`src/sv/mpsp_pkg.sv`:
```
package mpsp_pkg;

  localparam int unsigned MAX_PAGES_DFLT = 8;
  localparam int unsigned MAX_RESULTS    = 8;
  localparam int unsigned NREP_W         = $clog2(MAX_RESULTS + 1);

  localparam int unsigned COORD_W = 12;
  localparam int unsigned DIM_W   = 13;
  localparam int unsigned PIDX_W  = 3;
  localparam int unsigned STEP_W  = 5;

  localparam logic [DIM_W-1:0] DIM_MAX    = 13'd4096;
  localparam logic [DIM_W-1:0] DIM_MIN    = 13'd2;
  localparam logic [DIM_W-1:0] PAGE_RESET = 13'd512;

  localparam logic REG_PAGE_WIDTH  = 1'b0;
  localparam logic REG_PAGE_HEIGHT = 1'b1;

  localparam logic [1:0] ACT_ADD   = 2'd0;
  localparam logic [1:0] ACT_RESET = 2'd1;
  localparam logic [1:0] ACT_FLUSH = 2'd2;

  localparam logic [2:0] ST_PLACED    = 3'd0;
  localparam logic [2:0] ST_NO_ROOM   = 3'd1;
  localparam logic [2:0] ST_TOO_LARGE = 3'd2;
  localparam logic [2:0] ST_DIRTY     = 3'd3;
  localparam logic [2:0] ST_CLEAN     = 3'd4;
  localparam logic [2:0] ST_RESET     = 3'd5;

  typedef logic [DIM_W-1:0]   dim_t;
  typedef logic [COORD_W-1:0] coord_t;
  typedef logic [STEP_W-1:0]  step_t;

  typedef struct packed {
    logic [1:0] action;
    coord_t     sprite_width;
    coord_t     sprite_height;
  } req_t;

  typedef struct packed {
    logic [2:0]        status;
    logic [PIDX_W-1:0] page_index;
    coord_t            place_x;
    coord_t            place_y;
    coord_t            dirty_x;
    coord_t            dirty_y;
    dim_t              dirty_w;
    dim_t              dirty_h;
    logic              last;
  } res_t;

  typedef struct packed {
    dim_t   cx;
    dim_t   cy;
    coord_t lh;
    logic   dirty;
    coord_t rx;
    coord_t ry;
    dim_t   rw;
    dim_t   rh;
  } page_ent_t;

  localparam page_ent_t ENT_RESET = '{
    cx: 13'd1, cy: 13'd1, lh: '0, dirty: 1'b1,
    rx: '0, ry: '0, rw: PAGE_RESET, rh: PAGE_RESET
  };

  typedef enum logic [2:0] {J_NEXT, J_GOTO, J_IF, J_IFN, J_DISPATCH} jmp_e;
  typedef enum logic [2:0] {C_BIG, C_PG_END, C_FIT, C_FULL, C_DIRTY, C_PEND, C_FL_END} cnd_e;
  typedef enum logic [1:0] {W_NONE, W_NEW, W_REWIND, W_CLEAN} wsel_e;
  typedef enum logic [1:0] {P_HOLD, P_CLR, P_INC} pgop_e;
  typedef enum logic [1:0] {E_NONE, E_ALWAYS, E_PEND} emit_e;
  typedef enum logic [1:0] {O_ZERO, O_PLACE, O_PEND} osel_e;

  typedef struct packed {
    jmp_e       jmp;
    cnd_e       cnd;
    step_t      tgt;
    logic       take;
    logic       rd;
    logic       calc1;
    logic       calc2;
    wsel_e      wsel;
    pgop_e      pg;
    logic       used_inc;
    logic       fl_init;
    logic       pend_ld;
    emit_e      emit;
    osel_e      osel;
    logic [2:0] st;
    logic       olast;
  } uword_t;

  localparam uword_t UW_NOP = '{
    jmp: J_NEXT, cnd: C_BIG, tgt: '0, take: 1'b0, rd: 1'b0, calc1: 1'b0,
    calc2: 1'b0, wsel: W_NONE, pg: P_HOLD, used_inc: 1'b0, fl_init: 1'b0,
    pend_ld: 1'b0, emit: E_NONE, osel: O_ZERO, st: ST_PLACED, olast: 1'b0
  };

  typedef struct packed {
    logic   go;
    uword_t uw;
  } ctl_t;

  typedef struct packed {
    logic       accept;
    logic [1:0] act;
    logic       big;
    logic       pg_end;
    logic       fit;
    logic       full;
    logic       dirty;
    logic       pend;
    logic       fl_end;
    logic       out_free;
  } stat_t;

endpackage

```
`src/sv/mpsp_sequencer.sv`:
```
module mpsp_sequencer (
  input  logic            clk_i,
  input  logic            rst_ni,
  input  mpsp_pkg::stat_t stat_i,
  output mpsp_pkg::ctl_t  ctl_o
);
  import mpsp_pkg::*;

  localparam step_t S_IDLE    = 5'd0;
  localparam step_t S_ADD     = 5'd1;
  localparam step_t S_TRY     = 5'd2;
  localparam step_t S_CALC1   = 5'd3;
  localparam step_t S_CALC2   = 5'd4;
  localparam step_t S_CHECK   = 5'd5;
  localparam step_t S_PLACE   = 5'd6;
  localparam step_t S_NEXT    = 5'd7;
  localparam step_t S_NEW     = 5'd8;
  localparam step_t S_OPEN    = 5'd9;
  localparam step_t S_NRD     = 5'd10;
  localparam step_t S_NCALC1  = 5'd11;
  localparam step_t S_NCALC2  = 5'd12;
  localparam step_t S_NCHECK  = 5'd13;
  localparam step_t S_NOROOM  = 5'd14;
  localparam step_t S_BIG     = 5'd15;
  localparam step_t S_RST     = 5'd16;
  localparam step_t S_RLOOP   = 5'd17;
  localparam step_t S_RWR     = 5'd18;
  localparam step_t S_RDONE   = 5'd19;
  localparam step_t S_FL      = 5'd20;
  localparam step_t S_FLOOP   = 5'd21;
  localparam step_t S_FCHK    = 5'd22;
  localparam step_t S_FREP    = 5'd23;
  localparam step_t S_FNEXT   = 5'd24;
  localparam step_t S_FEND    = 5'd25;
  localparam step_t S_FLAST   = 5'd26;
  localparam step_t S_FNONE   = 5'd27;

  function automatic uword_t rom(input step_t a);
    uword_t w;
    w = UW_NOP;
    unique case (a)
      S_IDLE: begin
        w.take = 1'b1; w.jmp = J_DISPATCH;
      end
      S_ADD: begin
        w.pg = P_CLR; w.jmp = J_IF; w.cnd = C_BIG; w.tgt = S_BIG;
      end
      S_TRY: begin
        w.rd = 1'b1; w.jmp = J_IF; w.cnd = C_PG_END; w.tgt = S_NEW;
      end
      S_CALC1:  w.calc1 = 1'b1;
      S_CALC2:  w.calc2 = 1'b1;
      S_CHECK: begin
        w.jmp = J_IFN; w.cnd = C_FIT; w.tgt = S_NEXT;
      end
      S_PLACE: begin
        w.wsel = W_NEW; w.emit = E_ALWAYS; w.osel = O_PLACE; w.st = ST_PLACED;
        w.olast = 1'b1; w.jmp = J_GOTO; w.tgt = S_IDLE;
      end
      S_NEXT: begin
        w.pg = P_INC; w.jmp = J_GOTO; w.tgt = S_TRY;
      end
      S_NEW: begin
        w.jmp = J_IF; w.cnd = C_FULL; w.tgt = S_NOROOM;
      end
      S_OPEN: begin
        w.wsel = W_REWIND; w.used_inc = 1'b1;
      end
      S_NRD:    w.rd = 1'b1;
      S_NCALC1: w.calc1 = 1'b1;
      S_NCALC2: w.calc2 = 1'b1;
      S_NCHECK: begin
        w.jmp = J_IF; w.cnd = C_FIT; w.tgt = S_PLACE;
      end
      S_NOROOM: begin
        w.emit = E_ALWAYS; w.st = ST_NO_ROOM; w.olast = 1'b1;
        w.jmp = J_GOTO; w.tgt = S_IDLE;
      end
      S_BIG: begin
        w.emit = E_ALWAYS; w.st = ST_TOO_LARGE; w.olast = 1'b1;
        w.jmp = J_GOTO; w.tgt = S_IDLE;
      end
      S_RST:    w.pg = P_CLR;
      S_RLOOP: begin
        w.jmp = J_IF; w.cnd = C_PG_END; w.tgt = S_RDONE;
      end
      S_RWR: begin
        w.wsel = W_REWIND; w.pg = P_INC; w.jmp = J_GOTO; w.tgt = S_RLOOP;
      end
      S_RDONE: begin
        w.emit = E_ALWAYS; w.st = ST_RESET; w.olast = 1'b1;
        w.jmp = J_GOTO; w.tgt = S_IDLE;
      end
      S_FL: begin
        w.pg = P_CLR; w.fl_init = 1'b1;
      end
      S_FLOOP: begin
        w.rd = 1'b1; w.jmp = J_IF; w.cnd = C_FL_END; w.tgt = S_FEND;
      end
      S_FCHK: begin
        w.jmp = J_IFN; w.cnd = C_DIRTY; w.tgt = S_FNEXT;
      end
      S_FREP: begin
        w.emit = E_PEND; w.osel = O_PEND; w.st = ST_DIRTY;
        w.pend_ld = 1'b1; w.wsel = W_CLEAN;
      end
      S_FNEXT: begin
        w.pg = P_INC; w.jmp = J_GOTO; w.tgt = S_FLOOP;
      end
      S_FEND: begin
        w.jmp = J_IFN; w.cnd = C_PEND; w.tgt = S_FNONE;
      end
      S_FLAST: begin
        w.emit = E_ALWAYS; w.osel = O_PEND; w.st = ST_DIRTY; w.olast = 1'b1;
        w.jmp = J_GOTO; w.tgt = S_IDLE;
      end
      S_FNONE: begin
        w.emit = E_ALWAYS; w.st = ST_CLEAN; w.olast = 1'b1;
        w.jmp = J_GOTO; w.tgt = S_IDLE;
      end
      default: begin
        w.jmp = J_GOTO; w.tgt = S_IDLE;
      end
    endcase
    return w;
  endfunction

  function automatic step_t dispatch(input logic [1:0] act);
    step_t s;
    unique case (act)
      ACT_ADD:   s = S_ADD;
      ACT_RESET: s = S_RST;
      ACT_FLUSH: s = S_FL;
      default:   s = S_IDLE;
    endcase
    return s;
  endfunction

  step_t  upc_q, upc_d;
  uword_t uw;
  logic   go;
  logic   cond;

  assign uw = rom(upc_q);

  always_comb begin
    unique case (uw.emit)
      E_ALWAYS: go = stat_i.out_free;
      E_PEND:   go = stat_i.out_free || !stat_i.pend;
      default:  go = 1'b1;
    endcase
  end

  always_comb begin
    unique case (uw.cnd)
      C_BIG:    cond = stat_i.big;
      C_PG_END: cond = stat_i.pg_end;
      C_FIT:    cond = stat_i.fit;
      C_FULL:   cond = stat_i.full;
      C_DIRTY:  cond = stat_i.dirty;
      C_PEND:   cond = stat_i.pend;
      C_FL_END: cond = stat_i.fl_end;
      default:  cond = 1'b0;
    endcase
  end

  always_comb begin
    upc_d = upc_q;
    if (go) begin
      unique case (uw.jmp)
        J_NEXT:     upc_d = upc_q + 5'd1;
        J_GOTO:     upc_d = uw.tgt;
        J_IF:       upc_d = cond ? uw.tgt : upc_q + 5'd1;
        J_IFN:      upc_d = cond ? upc_q + 5'd1 : uw.tgt;
        J_DISPATCH: upc_d = stat_i.accept ? dispatch(stat_i.act) : upc_q;
        default:    upc_d = S_IDLE;
      endcase
    end
  end

  always_ff @(posedge clk_i or negedge rst_ni) begin
    if (!rst_ni) begin
      upc_q <= S_IDLE;
    end else begin
      upc_q <= upc_d;
    end
  end

  assign ctl_o.go = go;
  assign ctl_o.uw = uw;

endmodule

```
`config.mk`:
```
export PLATFORM = sky130hd
export DESIGN_NAME = mpsp_sequencer
export DESIGN_NICKNAME = d
export VERILOG_FILES = /design/src/sv/mpsp_pkg.sv /design/src/sv/mpsp_sequencer.sv
export SDC_FILE = /design/constraint.sdc
export NUM_CORES = 1
export LEC_CHECK = 0
export ABC_AREA = 0
export BUFFER_PORTS_ARGS = -buffer_cell sky130_fd_sc_hd__buf_2
export CAP_MARGIN = 30
export CORE_UTILIZATION = 35
export CTS_CLUSTER_SIZE = 20
export DETAILED_ROUTE_END_ITERATION = 6
export PLACE_DENSITY = 0.62
export SKIP_LAST_GASP = 1
export SLEW_MARGIN = 5
export SYNTH_ARGS = -nofsm -noshare
export SYNTH_HDL_FRONTEND = slang
export SYNTH_SLANG_ARGS = --single-unit
```
`constraint.sdc`:
```
create_clock -name clk_i -period 4.1 [get_ports clk_i]
set_clock_uncertainty 0.15 [all_clocks]
set_input_delay 0.82 -clock clk_i [delete_from_list [all_inputs] [get_ports clk_i]]
set_output_delay 0.82 -clock clk_i [all_outputs]
set_load 0.005 [all_outputs]
```
== Yosys cells after proc, flatten, opt, wreduce, memory -nomap -nowiden ==
Index checks and enable logic that the tools add are counted.
Word-level totals
  output and inout port bits: 31
  word-level logic and storage cells: 87
  bits in registers: 5
  input port bits: 13
Operators by class
  add/subtract/negate cells: 1
  mux-type cells: 23
  equal/unequal tests: 42
  reduce and logical (&&, ||, !) cells: 20
Operator list (count)
  5-bit equality test (second input constant): 12
  5-bit case mux with 12 select lines: 1
  5-bit by 4-bit equality test with 1-bit output (second input constant): 8
  5-bit case mux with 5 select lines: 1
  5-bit by 3-bit equality test with 1-bit output (second input constant): 4
  3-bit case mux with 6 select lines: 1
  5-bit 2-to-1 mux: 3
  3-bit case mux with 5 select lines: 1
  5-bit case mux with 3 select lines: 1
  3-bit by 2-bit equality test with 1-bit output (second input constant): 4
  3-bit equality test (second input constant): 4
  2-bit case mux with 2 select lines: 3
  3-bit case mux with 4 select lines: 1
  2-bit OR reduction: 6
  3-bit OR reduction: 4
  6-bit OR reduction: 2
  5-bit by 2-bit equality test with 1-bit output (second input constant): 2
  9-bit OR reduction: 1
  1-bit 2-to-1 mux: 8
  1-bit case mux with 7 select lines: 1
  3-bit by 1-bit equality test with 1-bit output (second input constant): 2
  3-bit zero test: 2
  2-bit case mux with 3 select lines: 1
  5-bit by 1-bit adder with 5-bit output (second input constant): 1
  other kinds (10): 12

== Longest topological paths before layout ==
Gate-level depths: netlist (run 1).
  depth in word-level cells: 7
  mapped depth: 16

== Worst setup path after synthesis (run 1) ==
Ideal clock, no wire load.
  kind: reg-to-output
  from: reg upc_q[3]
  to: out ctl_o[30] (netlist bit)
  setup slack: 0.801 ns
  data arrival time: 2.329 ns
  path buffers: 5
  stages on the path, launching flop included: 14
  required time: 3.130 ns
  cell sequence: dfrtp_1 -> buf_6 -> buf_6 -> buf_2 -> buf_1 -> and3_1 -> ha_1 -> nor2_1 -> inv_1 -> ha_1 -> a21oi_1 -> o21a_1 -> inv_1 -> buf_4
Between the ends
  longest elaborated chain between the ends: 5
  elaborated cells on any way between the ends: 12
  classes of those cells: eq/ne: 9; mux: 2; reduce/logical: 1
Ends and longest elaborated chain
  start: declaration: RTL line mpsp_sequencer.sv:139  | step_t upc_q, upc_d;
  start signal: assignment: RTL line mpsp_sequencer.sv:185  | upc_q <= upc_d;
  5-bit equality test (tied with other cells): RTL line mpsp_sequencer.sv:41  | unique case (a)
  6-bit OR reduction (no line)
  2-bit case mux with 2 select lines *: RTL line mpsp_sequencer.sv:41
  2-bit equality test or 2-bit by 1-bit equality test with 1-bit output (tied branches): RTL line mpsp_sequencer.sv:147  | unique case (uw.emit)
  1-bit case mux with 2 select lines *: RTL line mpsp_sequencer.sv:147
  end: declaration: RTL line mpsp_sequencer.sv:5  | output mpsp_pkg::ctl_t ctl_o
Every way passes the cells marked *; elsewhere a longest branch is shown, timed or not.

==> impl_metrics.tcl, run 1 <==
set metrics [dict create \
    pin_count 44 \
    ir_drop_mv 0.362 \
    area_growth_pct 16.6 \
    syn_area_per_cell_um2 7.52 \
    start_kind "flop" \
    yosysUniqueCellTypes 61 \
    postCtsResizedCells 0 \
    crit_path_top_delay_cell "dfrtp_1" \
    diodes 0 \
    yosys_warnings 0 \
    synth_cells 182 \
    setup_tns_ns 0 \
    drive_above_1_share 0.321 \
    grt_start_max_net_pins 28 \
    ff2ff_path_depth 14 \
    initial_core_util 0.368 \
    die_area_um2 4160 \
    drt_iter0_drc 88 \
    globalRouteOverflowTotal 0 \
    syn-num-nets 205 \
    synth_edf_count 0 \
    setup_viol 0 \
    synth_area_leaders "dfrtp_1 (9.1%), ha_1 (9.1%), nand2_1 (5.2%)" \
    r2r_slack_ns 0.76 \
    slew_violations 0 \
    hold_viol 0 \
    drt_first_pass_iters 4 \
    clock.fmax_ghz 0.278 \
    remaining_drc_errors 0 \
    r2r-end "upc_q[3]$_DFFE_PN0P_" \
    maxCapViolations 0 \
    clk_pin_slew_worst_paths_ns 0.04 \
    crit_type "flop to output pin" \
    htree_num_levels 1 \
    worstSkewPairLatency_ns 0.23 \
    cts_setup_buffers 0 \
    cts_sinks 5 \
    track_usage 0.206 \
    largest-register "upc_q" \
    yosys.area.top_type "dfrtp_1" \
    core_um2 3720 \
    rsz0062_at_grt "no" \
    cts_inserted_buffers 3 \
    dp_cells 259 \
    arrival_ns 2.62 \
    yosysSeqAreaShare 0.0914 \
    biggestRegsByFlops "upc_q (5)" \
    status "complete, no violations" \
    wl_per_cell_um 15.2 \
    place_ws_ns 0.784 \
    gp_congestion 0.850 \
    die_x_um 64.5 \
    synthArstFlopShare 1.00 \
    final_cell_count_no_fill 263 \
    worst_slack_ns 0.508 \
    grt_pass1_wl_mm 6.69 \
    ys_seq_elements 5 \
    tightest_slew_ns 0.760 \
    yosysMostFrequentCell "nand2_1" \
    rows 22 \
    die_y_um 64.5 \
    power_leakage_nw 0.801 \
    antenna_found_initial 0 \
    largest_reg_flops 5 \
    path_common_cell "inv_1" \
    grt_pass1_vias 1323 \
    vias 1444 \
    cp.required_ns 3.13 \
    fin_nets 239 \
    synthesis.area_um2 1370 \
    fin_crit_sh 0.876 \
    netlist_top_cells_count "nand2_1 (19), nor2_1 (13), inv_1 (11), ha_1 (10), o21ai_0 (10)" \
    end_kind "output pin" \
    ctsLongestPathBuffers 2 \
    power_mw 1.13 \
    routed_wl_mm 4.01 \
    p_per_area_nw_per_um2 707 \
    slew_headroom 0.480 \
    hold_path.class "input port to asynchronous set/reset pin" \
    cts_tree "yes" \
    final_core_util 0.430 \
    hpwl_mm 3.10 \
    cp_max_fo 11 \
    path_cells "inv_1 -> ha_1 -> a21oi_1 -> o22ai_1 -> nor2_1 -> inv_1 -> ha_1 -> a21oi_1 -> o21a_1 -> inv_1 -> buf_2" \
    crit_path_start "upc_q[0]$_DFFE_PN0P_" \
    hold_buffers 0 \
    portBuffers 43 \
    final.min_clock_period_ns 3.59 \
    viasPerCell 5.49 \
    ant_nets 0 \
    cts_root_buf "clkbuf_8" \
    ys.flop_type "dfrtp_1" \
    regToRegStartpoint "upc_q[0]$_DFFE_PN0P_" \
    slowest_delay_ns 0.42 \
    synth.top_cell.area_share 0.0914 \
]
-- how the worst max path moves through the flow --
| stage | to | cells past startpoint |
|---|---|---|
| CTS | ctl_o[30] | 11 |
| detailed placement | ctl_o[30] | 10 |
| finish | ctl_o[30] | 11 |
| global placement | ctl_o[30] | 10 |
| floorplan | ctl_o[30] | 13 |
| global route | ctl_o[30] | 11 |
-- power breakdown --
group	leakage, nW	internal, mW	total (mW)	switching (mW)
clock network	0.0228	0.0670	0.0943	0.0273
logic	0.713	0.392	0.930	0.537
registers	0.0655	0.0697	0.104	0.0343
total	0.801	0.529	1.13	0.599
-- cell usage in the layout, fill, tap and decap left out, types with 4 or more instances in the layout --
cell type,n
o21ai_0,10
dfrtp_1,5
a21oi_1,7
nand3_1,4
nor2b_1,7
inv_1,11
nor2_1,13
buf_4,4
and3_1,6
ha_1,10
o21ai_1,5
buf_2,43
nand2_1,19
o22ai_1,5
-- layer usage --
layer / global-route usage / vias to the layer above / routed length (um)
met2: 0.301 / 45 / 1870
li1: - / 722 / -
met1: 0.300 / 668 / 1880
met4: 0.0972 / 0 / 100
met3: 0.0158 / 9 / 162
met5: 0 / - / 0
-- stage by stage --
step | area, um^2 | hold WS, ns
2_1_floorplan | 1370 | 0.374
3_3_place_gp | 1550 | 0.448
3_5_place_dp | 1550 | 0.448
4_1_cts | 1600 | 0.260
5_1_grt | 1600 | 0.261
6_report | 1600 | 0.255
-- area by class of cell --
| type | instances | area [um^2] |
|---|---|---|
| inverters | 14 | 52.6 |
| well taps | 48 | 60.1 |
| repair buffers | 47 | 245 |
| flip-flops and latches | 5 | 125 |
| clock buffers | 4 | 45.0 |
| multi-input cells | 145 | 1070 |
| fillers | 404 | 2120 |
-- worst max-delay path: cells and delay by family, from the launching register on --
family                     cells  cell delay (ns)
AOI/OAI and AO/OA              4             0.74
adders and majority gates      2             0.55
buffers and inverters          4             0.47
DFF                            1             0.42
and+or+nand+nor                1             0.22
-- cells by family (layout without fill, tap and decap cells) --
kind of cell    Yosys count  in the layout  share of synthesized area
buf+inv                  32             65                      0.128
flops                     5              5                     0.0914
xor+xnor                  1              1                    0.00640
simple gates             73             73                      0.331
compound gates           57             57                      0.314
fa+ha+maj                10             10                     0.0914
mux                       4              4                     0.0384
Note: power is estimated with default switching activity, not from simulation.
==> run 2, diff against run 1 <==
Settings changed: RECOVER_POWER set to 25.
==> impl_metrics.tcl, run 2 (same netlist as run 1, synthesis figures left out) <==
set metrics [dict create \
    viasPerCell 5.48 \
    combPwrFrac 0.824 \
    post_dp_cell_area_um2 1550 \
    grt_pass1_vias 1323 \
    internal_power_mw 0.529 \
    htree_num_levels 1 \
    hold_path.class "input port to asynchronous set/reset pin" \
    p_per_area_nw_per_um2 707 \
    final_common_cell "buf_2" \
    diodes 0 \
    cts_setup_buffers 0 \
    routed_wl_mm 4.00 \
    grt_start_max_net_pins 28 \
    drive_above_1_share 0.312 \
    slew_headroom 0.481 \
    track_usage 0.206 \
    ir_drop_mv 0.362 \
    die_area_um2 4160 \
    sequentialPowerShare 0.092 \
    worstSkewPairLatency_ns 0.23 \
    die_x_um 64.5 \
    slowest_delay_ns 0.42 \
    end_kind "output pin" \
    rsz0062_at_grt "no" \
    swShare 0.531 \
    crit_family "compound AO/OA/AOI/OAI gates" \
    path_common_cell "inv_1" \
    switching_power_mw 0.599 \
    cp_max_fo 11 \
    final_cell_mix "buf_2 (39), nand2_1 (19), nor2_1 (13), inv_1 (11)" \
    die_y_um 64.5 \
    fin_nets 239 \
    ctsLongestPathBuffers 2 \
    power_leakage_nw 0.792 \
    fin_area_um2 1590 \
    portBuffers 43 \
    gp_congestion 0.850 \
    crit_type "flop to output pin" \
    drt_iter0_drc 89 \
    cts_inserted_buffers 3 \
    largest_reg_flops 5 \
    hold_viol 0 \
    setup_viol 0 \
    clk_pin_slew_worst_paths_ns 0.04 \
    grt_pass1_wl_mm 6.69 \
    arrival_ns 2.62 \
    cp.required_ns 3.13 \
    ant_nets 0 \
    maxCapViolations 0 \
    crit_path_top_delay_cell "dfrtp_1" \
    start_kind "flop" \
    cts_sinks 5 \
    slew_violations 0 \
    initial_core_util 0.368 \
    area_growth_pct 16.5 \
    final.min_clock_period_ns 3.59 \
    cts_root_buf "clkbuf_8" \
    remaining_drc_errors 0 \
    clock_power_share 0.084 \
    setup_tns_ns 0 \
    globalRouteOverflowTotal 0 \
    largest-register "upc_q" \
    core_um2 3720 \
    drt_first_pass_iters 4 \
    clock.fmax_ghz 0.278 \
    wl_per_cell_um 15.2 \
    hpwl_mm 3.10 \
    hold_buffers 0 \
    crit_buf_inv 4 \
    pin_count 44 \
    postCtsResizedCells 0 \
    biggestRegsByFlops "upc_q (5)" \
    antenna_found_initial 0 \
    path_cells "inv_1 -> ha_1 -> a21oi_1 -> o22ai_1 -> nor2_1 -> inv_1 -> ha_1 -> a21oi_1 -> o21a_1 -> inv_1 -> buf_2" \
    fin_crit_sh 0.877 \
    vias 1440 \
    cts_tree "yes" \
    rows 22 \
    tightest_slew_ns 0.759 \
    fillerInstances 404 \
    status "complete, no violations" \
]
[run 2: cell count changes in the layout (fill, tap and decap cells not counted), sizes merged]
cell    change
clkbuf      +4
buf         -4
[run 2: layout make-up]
| cell class | count | area (um^2) | share of cell area |
|---|---|---|---|
| flip-flops and latches | 5 | 125 | 0.0785 |
| inverters | 14 | 52.6 | 0.0330 |
| repair buffers | 47 | 243 | 0.152 |
| multi-input cells | 145 | 1070 | 0.670 |
| well taps | 48 | 60.1 | 0.0377 |
| clock buffers | 4 | 45.0 | 0.0283 |
[run 2: path summary, 6_finish.rpt]
| kind | start | to | slack (ns) | depth (start not counted) |
|---|---|---|---|---|
| max | upc_q[0]$_DFFE_PN0P_ | ctl_o[30] | 0.51 | 11 |
| min | rst_ni | upc_q[3]$_DFFE_PN0P_ | 0.30 | 1 |
| max reg2reg | upc_q[0]$_DFFE_PN0P_ | upc_q[3]$_DFFE_PN0P_ | 0.75 | 14 |
| min reg2reg | upc_q[1]$_DFFE_PN0P_ | upc_q[1]$_DFFE_PN0P_ | 0.46 | 1 |
| max in group asynchronous | rst_ni | upc_q[2]$_DFFE_PN0P_ | 3.26 | 1 |
| min in group clk_i | upc_q[1]$_DFFE_PN0P_ | upc_q[1]$_DFFE_PN0P_ | 0.46 | 1 |
[run 2: per-stage QoR]
step                      std cells  utilization  power, mW  hold slack [ns]  setup slack, ns
after floorplan                 182            -      0.829            0.374            0.801
after global placement          259        0.418       1.02            0.448            0.847
after detailed placement        259        0.418       1.03            0.448            0.784
after CTS                       263        0.430       1.13            0.260            0.549
after global routing            263        0.429       1.25            0.318            0.328
final                           263        0.429       1.13            0.303            0.506
[run 2: per-layer routing]
| layer | vias up | share of wire | GRT usage | wire length [um] |
|---|---|---|---|---|
| li1 | 722 | - | - | - |
| met1 | 664 | 0.47 | 0.300 | 1870 |
| met2 | 45 | 0.47 | 0.301 | 1860 |
| met3 | 9 | 0.042 | 0.0158 | 167 |
| met4 | 0 | 0.025 | 0.0972 | 100 |
| met5 | - | 0 | 0 | 0 |
[run 2: power groups by stage]
| stage | combinational [mW] | sequential (mW) | clock, mW |
|---|---|---|---|
| after floorplan | 0.740 | 0.0889 | 0 |
| after global placement | 0.922 | 0.102 | 0 |
| after detailed placement | 0.930 | 0.103 | 0 |
| after CTS | 0.935 | 0.103 | 0.0943 |
| after global routing | 1.04 | 0.108 | 0.0980 |
| final | 0.929 | 0.104 | 0.0943 |
